===== src/rv32i_dec_pkg.sv =====
// ----------------------------------------------------------------------------
// RV32I decoder package
// Request and result types and operation numbers shared by the decoder,
// its pipeline wrapper and its checker.
// ----------------------------------------------------------------------------
package rv32i_dec_pkg;

	// Operation numbers, in the order of the base instruction listing.
	typedef enum logic [5:0] {
		OP_ILLEGAL = 6'd0,
		OP_LUI,
		OP_AUIPC,
		OP_ADD,
		OP_SUB,
		OP_SLL,
		OP_SLT,
		OP_SLTU,
		OP_XOR,
		OP_SRL,
		OP_SRA,
		OP_OR,
		OP_AND,
		OP_SB,
		OP_SH,
		OP_SW,
		OP_ADDI,
		OP_SLTI,
		OP_SLTIU,
		OP_XORI,
		OP_ORI,
		OP_ANDI,
		OP_SLLI,
		OP_SRLI,
		OP_SRAI,
		OP_LB,
		OP_LH,
		OP_LW,
		OP_LBU,
		OP_LHU,
		OP_BEQ,
		OP_BNE,
		OP_BLT,
		OP_BGE,
		OP_BLTU,
		OP_BGEU,
		OP_JAL,
		OP_JALR,
		OP_FENCE,
		OP_ECALL,
		OP_EBREAK
	} op_t;

	// One instruction to decode.
	typedef struct packed {
		logic [31:0] insn;
		logic [31:0] pc;
	} dec_req_t;

	// One decoded instruction.
	typedef struct packed {
		logic [5:0]         op;
		logic [4:0]         rd;
		logic [4:0]         rs1;
		logic [4:0]         rs2;
		logic signed [31:0] imm;
		logic [31:0]        target;
		logic [3:0]         fence_pred;
		logic [3:0]         fence_succ;
	} dec_rsp_t;

endpackage


===== src/rv32i_instruction_decoder_unit.sv =====
// ----------------------------------------------------------------------------
// RV32I instruction decoder unit
// Two-register pipeline around the RV32I decode logic.
// ----------------------------------------------------------------------------
// The unit takes requests on the input channel (in_valid, in_ready, in_data)
// and returns one decoded result per request on the output channel
// (out_valid, out_ready, out_data), in request order.
// A request is captured in the input register at the edge where it is
// accepted. The decode logic between the input register and the result
// register is a single pass of short logic plus one 32-bit target adder,
// so the result is registered as soon as the result register can load,
// and out_valid stays high from then until the result is taken.
// Throughput is one request per cycle: the unit accepts a new request in
// every cycle in which the input register is empty or the result register
// is free or being emptied.
// When the receiver stalls, the result stays in the result register and
// one more request can still be taken into the input register; after
// that, in_ready falls until out_ready returns.
// Reset clears both valid flags, so no result is pending after reset and
// the unit is ready for a request at once.
// ----------------------------------------------------------------------------
module rv32i_instruction_decoder_unit
	import rv32i_dec_pkg::*;
(
	input  logic     clk,
	input  logic     arst_n,
	input  logic     in_valid,
	output logic     in_ready,
	input  dec_req_t in_data,
	output logic     out_valid,
	input  logic     out_ready,
	output dec_rsp_t out_data
);

	logic     valid_s1;
	dec_req_t req_s1;
	logic     valid_s2;
	dec_rsp_t rsp_s2;
	dec_rsp_t rsp_comb;
	logic     load_s2;
	logic     take;

	// The result register can load when it is empty or being read out.
	assign load_s2 = !valid_s2 || out_ready;

	// The input register can load when it is empty or moving forward.
	assign in_ready = !valid_s1 || load_s2;
	assign take     = in_valid && in_ready;

	rv32i_dec_logic u_logic (
		.req(req_s1),
		.rsp(rsp_comb)
	);

	// Valid flags are control state and are cleared by reset.
	always_ff @(posedge clk or negedge arst_n) begin
		if (!arst_n) begin
			valid_s1 <= 1'b0;
			valid_s2 <= 1'b0;
		end else begin
			if (in_ready) valid_s1 <= in_valid;
			if (load_s2) valid_s2 <= valid_s1;
		end
	end

	// Payload registers load only with a valid request behind them.
	always_ff @(posedge clk) begin
		if (take) req_s1 <= in_data;
		if (load_s2 && valid_s1) rsp_s2 <= rsp_comb;
	end

	assign out_valid = valid_s2;
	assign out_data  = rsp_s2;

endmodule


===== src/rv32i_dec_logic.sv =====
// ----------------------------------------------------------------------------
// RV32I decode logic
// Combinational decode of one instruction word into operation, register
// fields, immediate, branch target and fence bits.
// ----------------------------------------------------------------------------
module rv32i_dec_logic
	import rv32i_dec_pkg::*;
(
	input  dec_req_t req,
	output dec_rsp_t rsp
);

	localparam logic [6:0] OPC_LUI    = 7'b0110111;
	localparam logic [6:0] OPC_AUIPC  = 7'b0010111;
	localparam logic [6:0] OPC_OP     = 7'b0110011;
	localparam logic [6:0] OPC_STORE  = 7'b0100011;
	localparam logic [6:0] OPC_OP_IMM = 7'b0010011;
	localparam logic [6:0] OPC_LOAD   = 7'b0000011;
	localparam logic [6:0] OPC_BRANCH = 7'b1100011;
	localparam logic [6:0] OPC_JAL    = 7'b1101111;
	localparam logic [6:0] OPC_JALR   = 7'b1100111;
	localparam logic [6:0] OPC_FENCE  = 7'b0001111;
	localparam logic [6:0] OPC_SYSTEM = 7'b1110011;

	localparam logic [6:0] F7_BASE = 7'b0000000;
	localparam logic [6:0] F7_ALT  = 7'b0100000;

	logic [31:0] w;
	logic [6:0]  opc;
	logic [2:0]  f3;
	logic [6:0]  f7;
	logic [31:0] imm_i;
	logic [31:0] imm_s;
	logic [31:0] imm_b;
	logic [31:0] imm_j;
	logic [31:0] imm_u;
	logic [31:0] shamt;
	logic [31:0] offset;
	logic [31:0] sum;
	op_t         op;
	logic [31:0] imm;
	logic        use_target;
	logic        is_fence;

	assign w     = req.insn;
	assign opc   = w[6:0];
	assign f3    = w[14:12];
	assign f7    = w[31:25];
	assign imm_i = {{21{w[31]}}, w[30:20]};
	assign imm_s = {{21{w[31]}}, w[30:25], w[11:7]};
	assign imm_b = {{20{w[31]}}, w[7], w[30:25], w[11:8], 1'b0};
	assign imm_j = {{12{w[31]}}, w[19:12], w[20], w[30:21], 1'b0};
	assign imm_u = {w[31:12], 12'h000};
	assign shamt = {27'd0, w[24:20]};

	// One adder serves both branch and jal targets.
	assign offset = (opc == OPC_JAL) ? imm_j : imm_b;
	assign sum    = req.pc + offset;

	always_comb begin
		op         = OP_ILLEGAL;
		imm        = 32'd0;
		use_target = 1'b0;
		is_fence   = 1'b0;
		case (opc)
			OPC_LUI: begin
				op  = OP_LUI;
				imm = imm_u;
			end
			OPC_AUIPC: begin
				op  = OP_AUIPC;
				imm = imm_u;
			end
			OPC_OP: begin
				case (f3)
					3'd0: begin
						if (f7 == F7_BASE) op = OP_ADD;
						else if (f7 == F7_ALT) op = OP_SUB;
					end
					3'd1: op = OP_SLL;
					3'd2: op = OP_SLT;
					3'd3: op = OP_SLTU;
					3'd4: op = OP_XOR;
					3'd5: begin
						if (f7 == F7_BASE) op = OP_SRL;
						else if (f7 == F7_ALT) op = OP_SRA;
					end
					3'd6: op = OP_OR;
					default: op = OP_AND;
				endcase
			end
			OPC_STORE: begin
				case (f3)
					3'd0: op = OP_SB;
					3'd1: op = OP_SH;
					3'd2: op = OP_SW;
					default: op = OP_ILLEGAL;
				endcase
				if (op != OP_ILLEGAL) imm = imm_s;
			end
			OPC_OP_IMM: begin
				case (f3)
					3'd0: begin op = OP_ADDI;  imm = imm_i; end
					3'd2: begin op = OP_SLTI;  imm = imm_i; end
					3'd3: begin op = OP_SLTIU; imm = imm_i; end
					3'd4: begin op = OP_XORI;  imm = imm_i; end
					3'd6: begin op = OP_ORI;   imm = imm_i; end
					3'd7: begin op = OP_ANDI;  imm = imm_i; end
					3'd1: begin op = OP_SLLI;  imm = shamt; end
					default: begin
						if (f7 == F7_BASE) begin
							op  = OP_SRLI;
							imm = shamt;
						end else if (f7 == F7_ALT) begin
							op  = OP_SRAI;
							imm = shamt;
						end
					end
				endcase
			end
			OPC_LOAD: begin
				case (f3)
					3'd0: op = OP_LB;
					3'd1: op = OP_LH;
					3'd2: op = OP_LW;
					3'd4: op = OP_LBU;
					3'd5: op = OP_LHU;
					default: op = OP_ILLEGAL;
				endcase
				if (op != OP_ILLEGAL) imm = imm_i;
			end
			OPC_BRANCH: begin
				case (f3)
					3'd0: op = OP_BEQ;
					3'd1: op = OP_BNE;
					3'd4: op = OP_BLT;
					3'd5: op = OP_BGE;
					3'd6: op = OP_BLTU;
					3'd7: op = OP_BGEU;
					default: op = OP_ILLEGAL;
				endcase
				if (op != OP_ILLEGAL) begin
					imm        = imm_b;
					use_target = 1'b1;
				end
			end
			OPC_JAL: begin
				op         = OP_JAL;
				imm        = imm_j;
				use_target = 1'b1;
			end
			OPC_JALR: begin
				op  = OP_JALR;
				imm = imm_i;
			end
			OPC_FENCE: begin
				op       = OP_FENCE;
				is_fence = 1'b1;
			end
			OPC_SYSTEM: begin
				// The whole 12-bit immediate selects ecall or ebreak.
				if (w[31:20] == 12'd0) op = OP_ECALL;
				else if (w[31:20] == 12'd1) op = OP_EBREAK;
				if (op != OP_ILLEGAL) imm = imm_i;
			end
			default: op = OP_ILLEGAL;
		endcase
	end

	assign rsp.op         = op;
	assign rsp.rd         = w[11:7];
	assign rsp.rs1        = w[19:15];
	assign rsp.rs2        = w[24:20];
	assign rsp.imm        = imm;
	assign rsp.target     = use_target ? sum : 32'd0;
	assign rsp.fence_pred = is_fence ? w[27:24] : 4'd0;
	assign rsp.fence_succ = is_fence ? w[23:20] : 4'd0;

endmodule


===== config.mk =====
export PLATFORM = sky130hd
export DESIGN_NAME = rv32i_instruction_decoder_unit
export DESIGN_NICKNAME = d
export VERILOG_FILES = /design/src/rv32i_dec_pkg.sv /design/src/rv32i_instruction_decoder_unit.sv /design/src/rv32i_dec_logic.sv
export SDC_FILE = /design/constraint.sdc
export NUM_CORES = 1
export LEC_CHECK = 0
export BUFFER_PORTS_ARGS = -buffer_cell sky130_fd_sc_hd__buf_2
export CAP_MARGIN = 0
export CELL_PAD_IN_SITES_DETAIL_PLACEMENT = 1
export CELL_PAD_IN_SITES_GLOBAL_PLACEMENT = 2
export CORE_ASPECT_RATIO = 0.7
export CORE_MARGIN = 2
export CORE_UTILIZATION = 36
export DETAILED_ROUTE_END_ITERATION = 6
export PLACE_DENSITY = 0.79
export SLEW_MARGIN = 20
export SYNTH_ARGS = -nofsm -noshare
export SYNTH_HDL_FRONTEND = slang
export SYNTH_SLANG_ARGS = --single-unit

===== constraint.sdc =====
create_clock -name clk -period 4.9 [get_ports clk]
set_clock_uncertainty 0.15 [all_clocks]
set_input_delay 0 -clock clk [delete_from_list [all_inputs] [get_ports clk]]
set_output_delay 0 -clock clk [all_outputs]
set_load 0.1 [all_outputs]

==> results of run 1 <==
[worst reg2reg max path, stage by stage (launching register included)]
cell	delay (ps)
edfxtp_1	510
and4b_4	410
and3_1	430
nand2_1	100
nand2_1	70
ha_1	180
inv_1	70
fa_1	390
nand2b_1	180
a21oi_1	340
o21ai_1	210
a211oi_1	730
o32a_1	290
nand2_1	50
[cell families (layout without fill, tap and decap cells)]
family | after synthesis | after routing | share of synthesized area, %
XOR/XNOR | 11 | 11 | 1.18
adder cells (fa/ha/maj) | 36 | 36 | 5.63
AO/OA/AOI/OAI | 195 | 195 | 16.5
AND/OR/NAND/NOR | 242 | 242 | 15.3
flip-flops | 159 | 159 | 58.6
multiplexers | 6 | 6 | 0.739
buffers and inverters | 41 | 287 | 2.14
[final timing paths]
path | from | end | slack [ps]
max | req_s1[36] | out_data[35] | 520
min in group asynchronous | arst_n | valid_s1 | 270
max in group asynchronous | arst_n | out_valid | 4200
max reg2reg | req_s1[36] | out_data[35] | 520
min | in_data[26] | req_s1[26] | 110
min reg2reg | valid_s1 | out_valid | 360
[timing repair]
action	in CTS	in global routing
buffers inserted	0	0
endpoints found under the hold margin	68	0
hold buffers	69	0
[cell usage after synthesis, drive strengths merged (4+ instances only)]
| cell type | instances | share of area (%) |
|---|---|---|
| edfxtp | 157 | 58 |
| nand2 | 73 | 3.4 |
| nor2 | 43 | 2.1 |
| a21oi | 40 | 2.5 |
| a21o | 36 | 3.3 |
| ha | 35 | 5.4 |
| nor3 | 34 | 2.2 |
| o21ai | 29 | 1.8 |
| and2 | 22 | 1.7 |
| o21a | 20 | 1.8 |
| a211oi | 18 | 1.7 |
| clkbuf | 18 | 0.83 |
| inv | 16 | 0.74 |
| nand4 | 12 | 1.0 |
| nand3 | 11 | 0.68 |
| nor4 | 8 | 0.77 |
| a2111oi | 7 | 0.80 |
| and3 | 7 | 0.54 |
| buf | 7 | 0.57 |
| nor2b | 7 | 0.63 |
| o211ai | 7 | 0.65 |
| xor2 | 7 | 0.75 |
| a31oi | 6 | 0.46 |
| mux2i | 6 | 0.74 |
| nand2b | 6 | 0.46 |
| o21bai | 5 | 0.46 |
| a22o | 4 | 0.43 |
| nand3b | 4 | 0.42 |
| or2 | 4 | 0.31 |
| xnor2 | 4 | 0.43 |
[stage by stage]
step	instances	cell area [µm²]	utilization [%]	setup slack, ps	hold WS [ps]
after floorplan	690	8130	-	952	-446
after global placement	1117	9250	42.2	795	-365
after detailed placement	1117	9250	42.2	587	-357
after CTS	1218	10500	48.2	547	92.8
after global routing	1218	10500	48.2	276	107
final	1218	10500	48.2	524	109
[sequential cells by signal, indices dropped and copies added (netlist names)]
register   flops
req_s1        64
out_valid      1
out_data      93
valid_s1       1
[area by class of cell]
cell class / count / share of cell area, %
clock buffer: 19 / 4.10
clock inverter: 13 / 1.70
inverter: 16 / 0.569
multi-input combinational: 490 / 30.3
sequential: 159 / 45.2
tap: 282 / 3.35
timing repair buffer: 239 / 14.8
[report_power, final]
group / switching (mW) / internal [mW] / total, mW / leakage, nW
sequential: 0.0515 / 1.60 / 1.65 / 1.57
clock: 0.604 / 0.817 / 1.42 / 0.294
combinational: 0.702 / 0.228 / 0.930 / 2.52
[metal layers]
layer  up-vias  global-route usage (%)  share of wire [%]
li1       3118                       -                  -
met1      3331                    34.0                 52
met3        22                    4.35                5.3
met5         -                       0              0.027
met2       213                    32.1                 42
met4         2                    6.07                1.0
==> results.sh, run 1 <==
export IMPL_syn2layout_area_growth_pct=29.7
export IMPL_synth_yosys_seq_area_share_pct=58.6
export IMPL_globalRouteOverflowTotal=0
export IMPL_max_slew_worst_pin_slew_ps=1000
export IMPL_post_synth_instance_area_um2=8130
export IMPL_layout_common_cells="162 x buf_2, 157 x edfxtp_1, 73 x nand2_1"
export IMPL_ios=163
export IMPL_most_common_cell_type_on_the_critical_path="nand2_1"
export IMPL_synth_edf_count=157
export IMPL_hold_depth=2
export IMPL_slew_viol_final=0
export IMPL_required_ps=4950
export IMPL_grt_antenna_before_repair=1
export IMPL_cellPowerDensity_nw_per_um2=379
export IMPL_initial_utilization_pct=37.1
export IMPL_critPathMaxFanout=9
export IMPL_ir_worst_vdd_mv=0.270
export IMPL_clock_tree_from_tritoncts="done"
export IMPL_clk_root_buffer_cell="clkbuf_16"
export IMPL_yosysWarningCount=0
export IMPL_detail_route_vias_per_cell=5.49
export IMPL_r2r_cells=13
export IMPL_avgSynthCellArea_um2=11.8
export IMPL_cts_made_buffers=17
export IMPL_post_cts_resized_instances=0
export IMPL_unrepaired_setup_endpoints_after_global_routing="false"
export IMPL_fraction_of_registers_with_async_set_reset_pct=1.26
export IMPL_ys_types=70
export IMPL_global_route_wire_length_before_repair_mm=39.6
export IMPL_design_power_total_mw=4.00
export IMPL_post_drt_wl_per_cell_um=21.5
export IMPL_setup_violations=0
export IMPL_maxCapViolCount=0
export IMPL_drc=0
export IMPL_antennaDiodeCount=0
export IMPL_initialDrtViolationCount=560
export IMPL_synth_cells=690
export IMPL_layout_drive_gt1_share_pct=23.0
export IMPL_fmax_mhz=229
export IMPL_max_stage_delay_ps=730
export IMPL_lkg_pwr_nw=4.38
export IMPL_period_needed_ps=4380
export IMPL_h_tree_depth=4
export IMPL_fillers=2339
export IMPL_grtUsageTotal_pct=22.3
export IMPL_cp_buffers_inverters=1
export IMPL_rows=45
export IMPL_die_area_um2=23800
export IMPL_length_of_the_first_detailed_routing_pass_in_iterations=5
export IMPL_grt_pass1_vias=6889
export IMPL_most_common_cell_after_layout_fill_and_taps_aside="buf_2"
export IMPL_crit_path_end_kind="register"
export IMPL_clock_path_buffers=2
export IMPL_clock_input_transition_at_the_sequential_cells_of_the_worst_setup_and_hold_paths_ps=80
export IMPL_crit_chain="and4b_4 -> and3_1 -> nand2_1 -> nand2_1 -> ha_1 -> inv_1 -> fa_1 -> nand2b_1 -> a21oi_1 -> o21ai_1 -> a211oi_1 -> o32a_1 -> nand2_1"
export IMPL_criticalPathCategory="reg2reg"
export IMPL_place_port_buffers=162
export IMPL_drt_antenna_violating_nets=0
export IMPL_hold_path_class="in2reg"
export IMPL_floorplan_die_width_um=184
export IMPL_design_core_area_um2=21900
export IMPL_cpMaxStageDelayCell="a211oi_1"
export IMPL_timing_final_crit_share_pct=89.3
export IMPL_cts_sink_count=159
export IMPL_cp_data_arrival_time_ps=4420
export IMPL_via_total_after_detailed_routing=6686
export IMPL_timing_critical_path_depth=13
export IMPL_die_h_um=130
export IMPL_nets=1027
export IMPL_dominantRegCellSynth="edfxtp_1"
export IMPL_final_hold_viol_count=0
export IMPL_synth_nets=794
export IMPL_hpwlAfterDp_mm=18.6
export IMPL_critical_path_top_delay_family="compound AO/OA/AOI/OAI gates"
export IMPL_clk_insertion_delay_late_ps=450
export IMPL_gpl_final_weighted_congestion=0.856
export IMPL_wl_mm=26.2
export IMPL_seqCellArea_um2=4760
export IMPL_startpoint_type="register"
export IMPL_multiInputGateArea_um2=3200
export IMPL_synth_seq_cells=159
export IMPL_grt_max_degree=65
export IMPL_run_status="finished clean"
export IMPL_setup_total_negative_slack_ps=0
export IMPL_slew_headroom_pct=33.3
Note: power is estimated with default switching activity, not from simulation.
==> run 2, diff against run 1 <==
==> constraint.sdc (replaced) <==
create_clock -name clk -period 4.9 [get_ports clk]
set_clock_uncertainty 0.15 [all_clocks]
set_input_delay 0.735 -clock clk [delete_from_list [all_inputs] [get_ports clk]]
set_output_delay 0.735 -clock clk [all_outputs]
set_load 0.1 [all_outputs]
==> run 2 against run 1 <==
Effect of this change:
- fmax down 0.11%
- global-route usage down 0.96 points
- count of clock-buffer cells in the layout down 1
- combinational power down 5.5%
- sequential power about the same
- critical endpoint is now out_data[38]
- largest power group unchanged
==> results.sh, run 2 (synthesis gave the netlist of run 1 again) <==
export IMPL_r2r_cells=11
export IMPL_setup_violations=0
export IMPL_clock_input_transition_at_the_sequential_cells_of_the_worst_setup_and_hold_paths_ps=80
export IMPL_clk_root_buffer_cell="clkbuf_16"
export IMPL_p_sw_mw=1.33
export IMPL_global_route_wire_length_before_repair_mm=37.8
export IMPL_layout_drive_gt1_share_pct=24.7
export IMPL_crit_chain="and4b_4 -> and3_1 -> nor2_1 -> a21o_1 -> ha_1 -> nand2_1 -> o211a_1 -> nor4_1 -> o21ba_2 -> o31a_1 -> nor3_2"
export IMPL_final_hold_viol_count=0
export IMPL_clock_power_share_pct=34.7
export IMPL_die_area_um2=23800
export IMPL_drt_antenna_violating_nets=0
export IMPL_fmax_mhz=228
export IMPL_die_h_um=130
export IMPL_comb_power_share_pct=22.7
export IMPL_post_drt_wl_per_cell_um=21.9
export IMPL_critPathMaxFanout=17
export IMPL_syn2layout_area_growth_pct=20.9
export IMPL_detail_route_vias_per_cell=5.58
export IMPL_drc=0
export IMPL_crit_path_end_kind="register"
export IMPL_postCtsSetupBuffers=0
export IMPL_dp_cells=1116
export IMPL_r2r_setup_slack_ps=520
export IMPL_slew_headroom_pct=30.4
export IMPL_initial_utilization_pct=37.1
export IMPL_hpwlAfterDp_mm=18.7
export IMPL_seq_power_share_pct=42.6
export IMPL_nets=958
export IMPL_fillers=2388
export IMPL_via_total_after_detailed_routing=6416
export IMPL_clock_tree_from_tritoncts="done"
export IMPL_ios=163
export IMPL_timing_final_crit_share_pct=89.4
export IMPL_cts_made_buffers=17
export IMPL_floorplan_die_width_um=184
export IMPL_wl_mm=25.2
export IMPL_period_needed_ps=4380
export IMPL_initialDrtViolationCount=480
export IMPL_cellPowerDensity_nw_per_um2=394
export IMPL_layout_common_cells="162 x buf_2, 157 x edfxtp_1, 73 x nand2_1"
export IMPL_setup_worst_path_start="req_s1[36]"
export IMPL_grt_pass1_vias=6417
export IMPL_startpoint_type="register"
export IMPL_reg2reg_to="out_data[38]"
export IMPL_ir_worst_vdd_mv=0.264
export IMPL_cpMaxStageDelayCell="nor4_1"
export IMPL_clock_path_buffers=2
export IMPL_design_core_area_um2=21900
export IMPL_most_common_cell_after_layout_fill_and_taps_aside="buf_2"
export IMPL_cellInternalPower_mw=2.55
export IMPL_setup_total_negative_slack_ps=0
export IMPL_slew_viol_final=0
export IMPL_length_of_the_first_detailed_routing_pass_in_iterations=5
export IMPL_clk_insertion_delay_late_ps=450
export IMPL_max_slew_worst_pin_slew_ps=1040
export IMPL_crit_reg2reg_launch="req_s1[36]"
export IMPL_lkg_pwr_nw=4.07
export IMPL_gpl_final_weighted_congestion=0.871
export IMPL_netSwitchingFraction_pct=34.2
export IMPL_max_stage_delay_ps=660
export IMPL_rows=45
export IMPL_cp_data_arrival_time_ps=4400
export IMPL_grtUsageTotal_pct=21.3
export IMPL_criticalPathCategory="reg2reg"
export IMPL_run_status="finished clean"
export IMPL_h_tree_depth=4
export IMPL_grt_antenna_before_repair=2
export IMPL_hold_path_class="in2reg"
export IMPL_cts_sink_count=159
export IMPL_cp_endpoint="out_data[38]"
export IMPL_required_ps=4920
export IMPL_place_port_buffers=162
export IMPL_hold_buffers=1
export IMPL_unrepaired_setup_endpoints_after_global_routing="false"
export IMPL_post_cts_resized_instances=0
export IMPL_largest_reg_flops=93
export IMPL_maxCapViolCount=0
export IMPL_finalNonFillerCells=1149
export IMPL_grt_max_degree=71
export IMPL_globalRouteOverflowTotal=0
[run 2: changes by cell type in the layout (fill, tap and decap cells not counted)]
cell	change
dlygate4sd3_1	-68
buf_4	-1
inv_8	-2
diode_2	+1
clkinv_2	-1
clkbuf_1	-1
clkinvlp_4	+2
inv_6	+2
bufinv_16	-1
[run 2: cell type report]
class | count | area [µm²] | share of cell area (%)
tap | 282 | 353 | 3.59
sequential | 159 | 4760 | 48.5
clock inverter | 13 | 154 | 1.57
inverter | 16 | 60.1 | 0.611
antenna | 1 | 2.50 | 0.0254
timing repair buffer | 170 | 873 | 8.88
multi-input combinational | 490 | 3200 | 32.5
clock buffer | 18 | 429 | 4.36
[run 2: worst max-delay path, delay by kind of cell, from the launching register on]
kind                     cells  cell delay [ps]
flip-flops                   1              510
adder cells (fa/ha/maj)      1              410
AO/OA/AOI/OAI                4              880
AND/OR/NAND/NOR              6             2180
[run 2: how the worst min path moves through the flow]
stage                startpoint         end  slack [ps]  depth (start not counted)
finish              in_data[25]  req_s1[25]         310                          1
global route        in_data[52]  req_s1[52]         300                          1
CTS                 in_data[25]  req_s1[25]         290                          1
detailed placement     valid_s1   out_valid         350                          1
global placement       valid_s1   out_valid         320                          1
floorplan                arst_n   out_valid         290                          0
[run 2: power by group through the flow]
stage / combinational [mW] / clock, mW / sequential (mW)
floorplan: 0.306 / 0 / 2.04
global placement: 0.862 / 0 / 1.68
detailed placement: 0.871 / 0 / 1.68
CTS: 0.876 / 1.37 / 1.65
global route: 0.928 / 1.42 / 1.66
finish: 0.879 / 1.34 / 1.65
[run 2: per-layer routing]
metal,vias up,track usage (%),part of all wire (%)
met5,-,0,0.067
met4,2,5.55,1.0
met3,23,5.81,6.8
met2,219,29.0,40
met1,3189,33.0,52
li1,2983,-,-
[run 2: stage by stage]
step / hold WS [ps] / power, mW / worst slack [ps] / instance area [µm²] / utilization, %
2_1_floorplan: 289 / 2.34 / 952 / 8130 / -
3_3_place_gp: 323 / 2.54 / 737 / 9240 / 42.2
3_5_place_dp: 352 / 2.55 / 597 / 9240 / 42.2
4_1_cts: 291 / 3.90 / 566 / 9830 / 44.9
5_1_grt: 296 / 4.01 / 233 / 9830 / 44.9
6_report: 311 / 3.87 / 519 / 9830 / 44.9
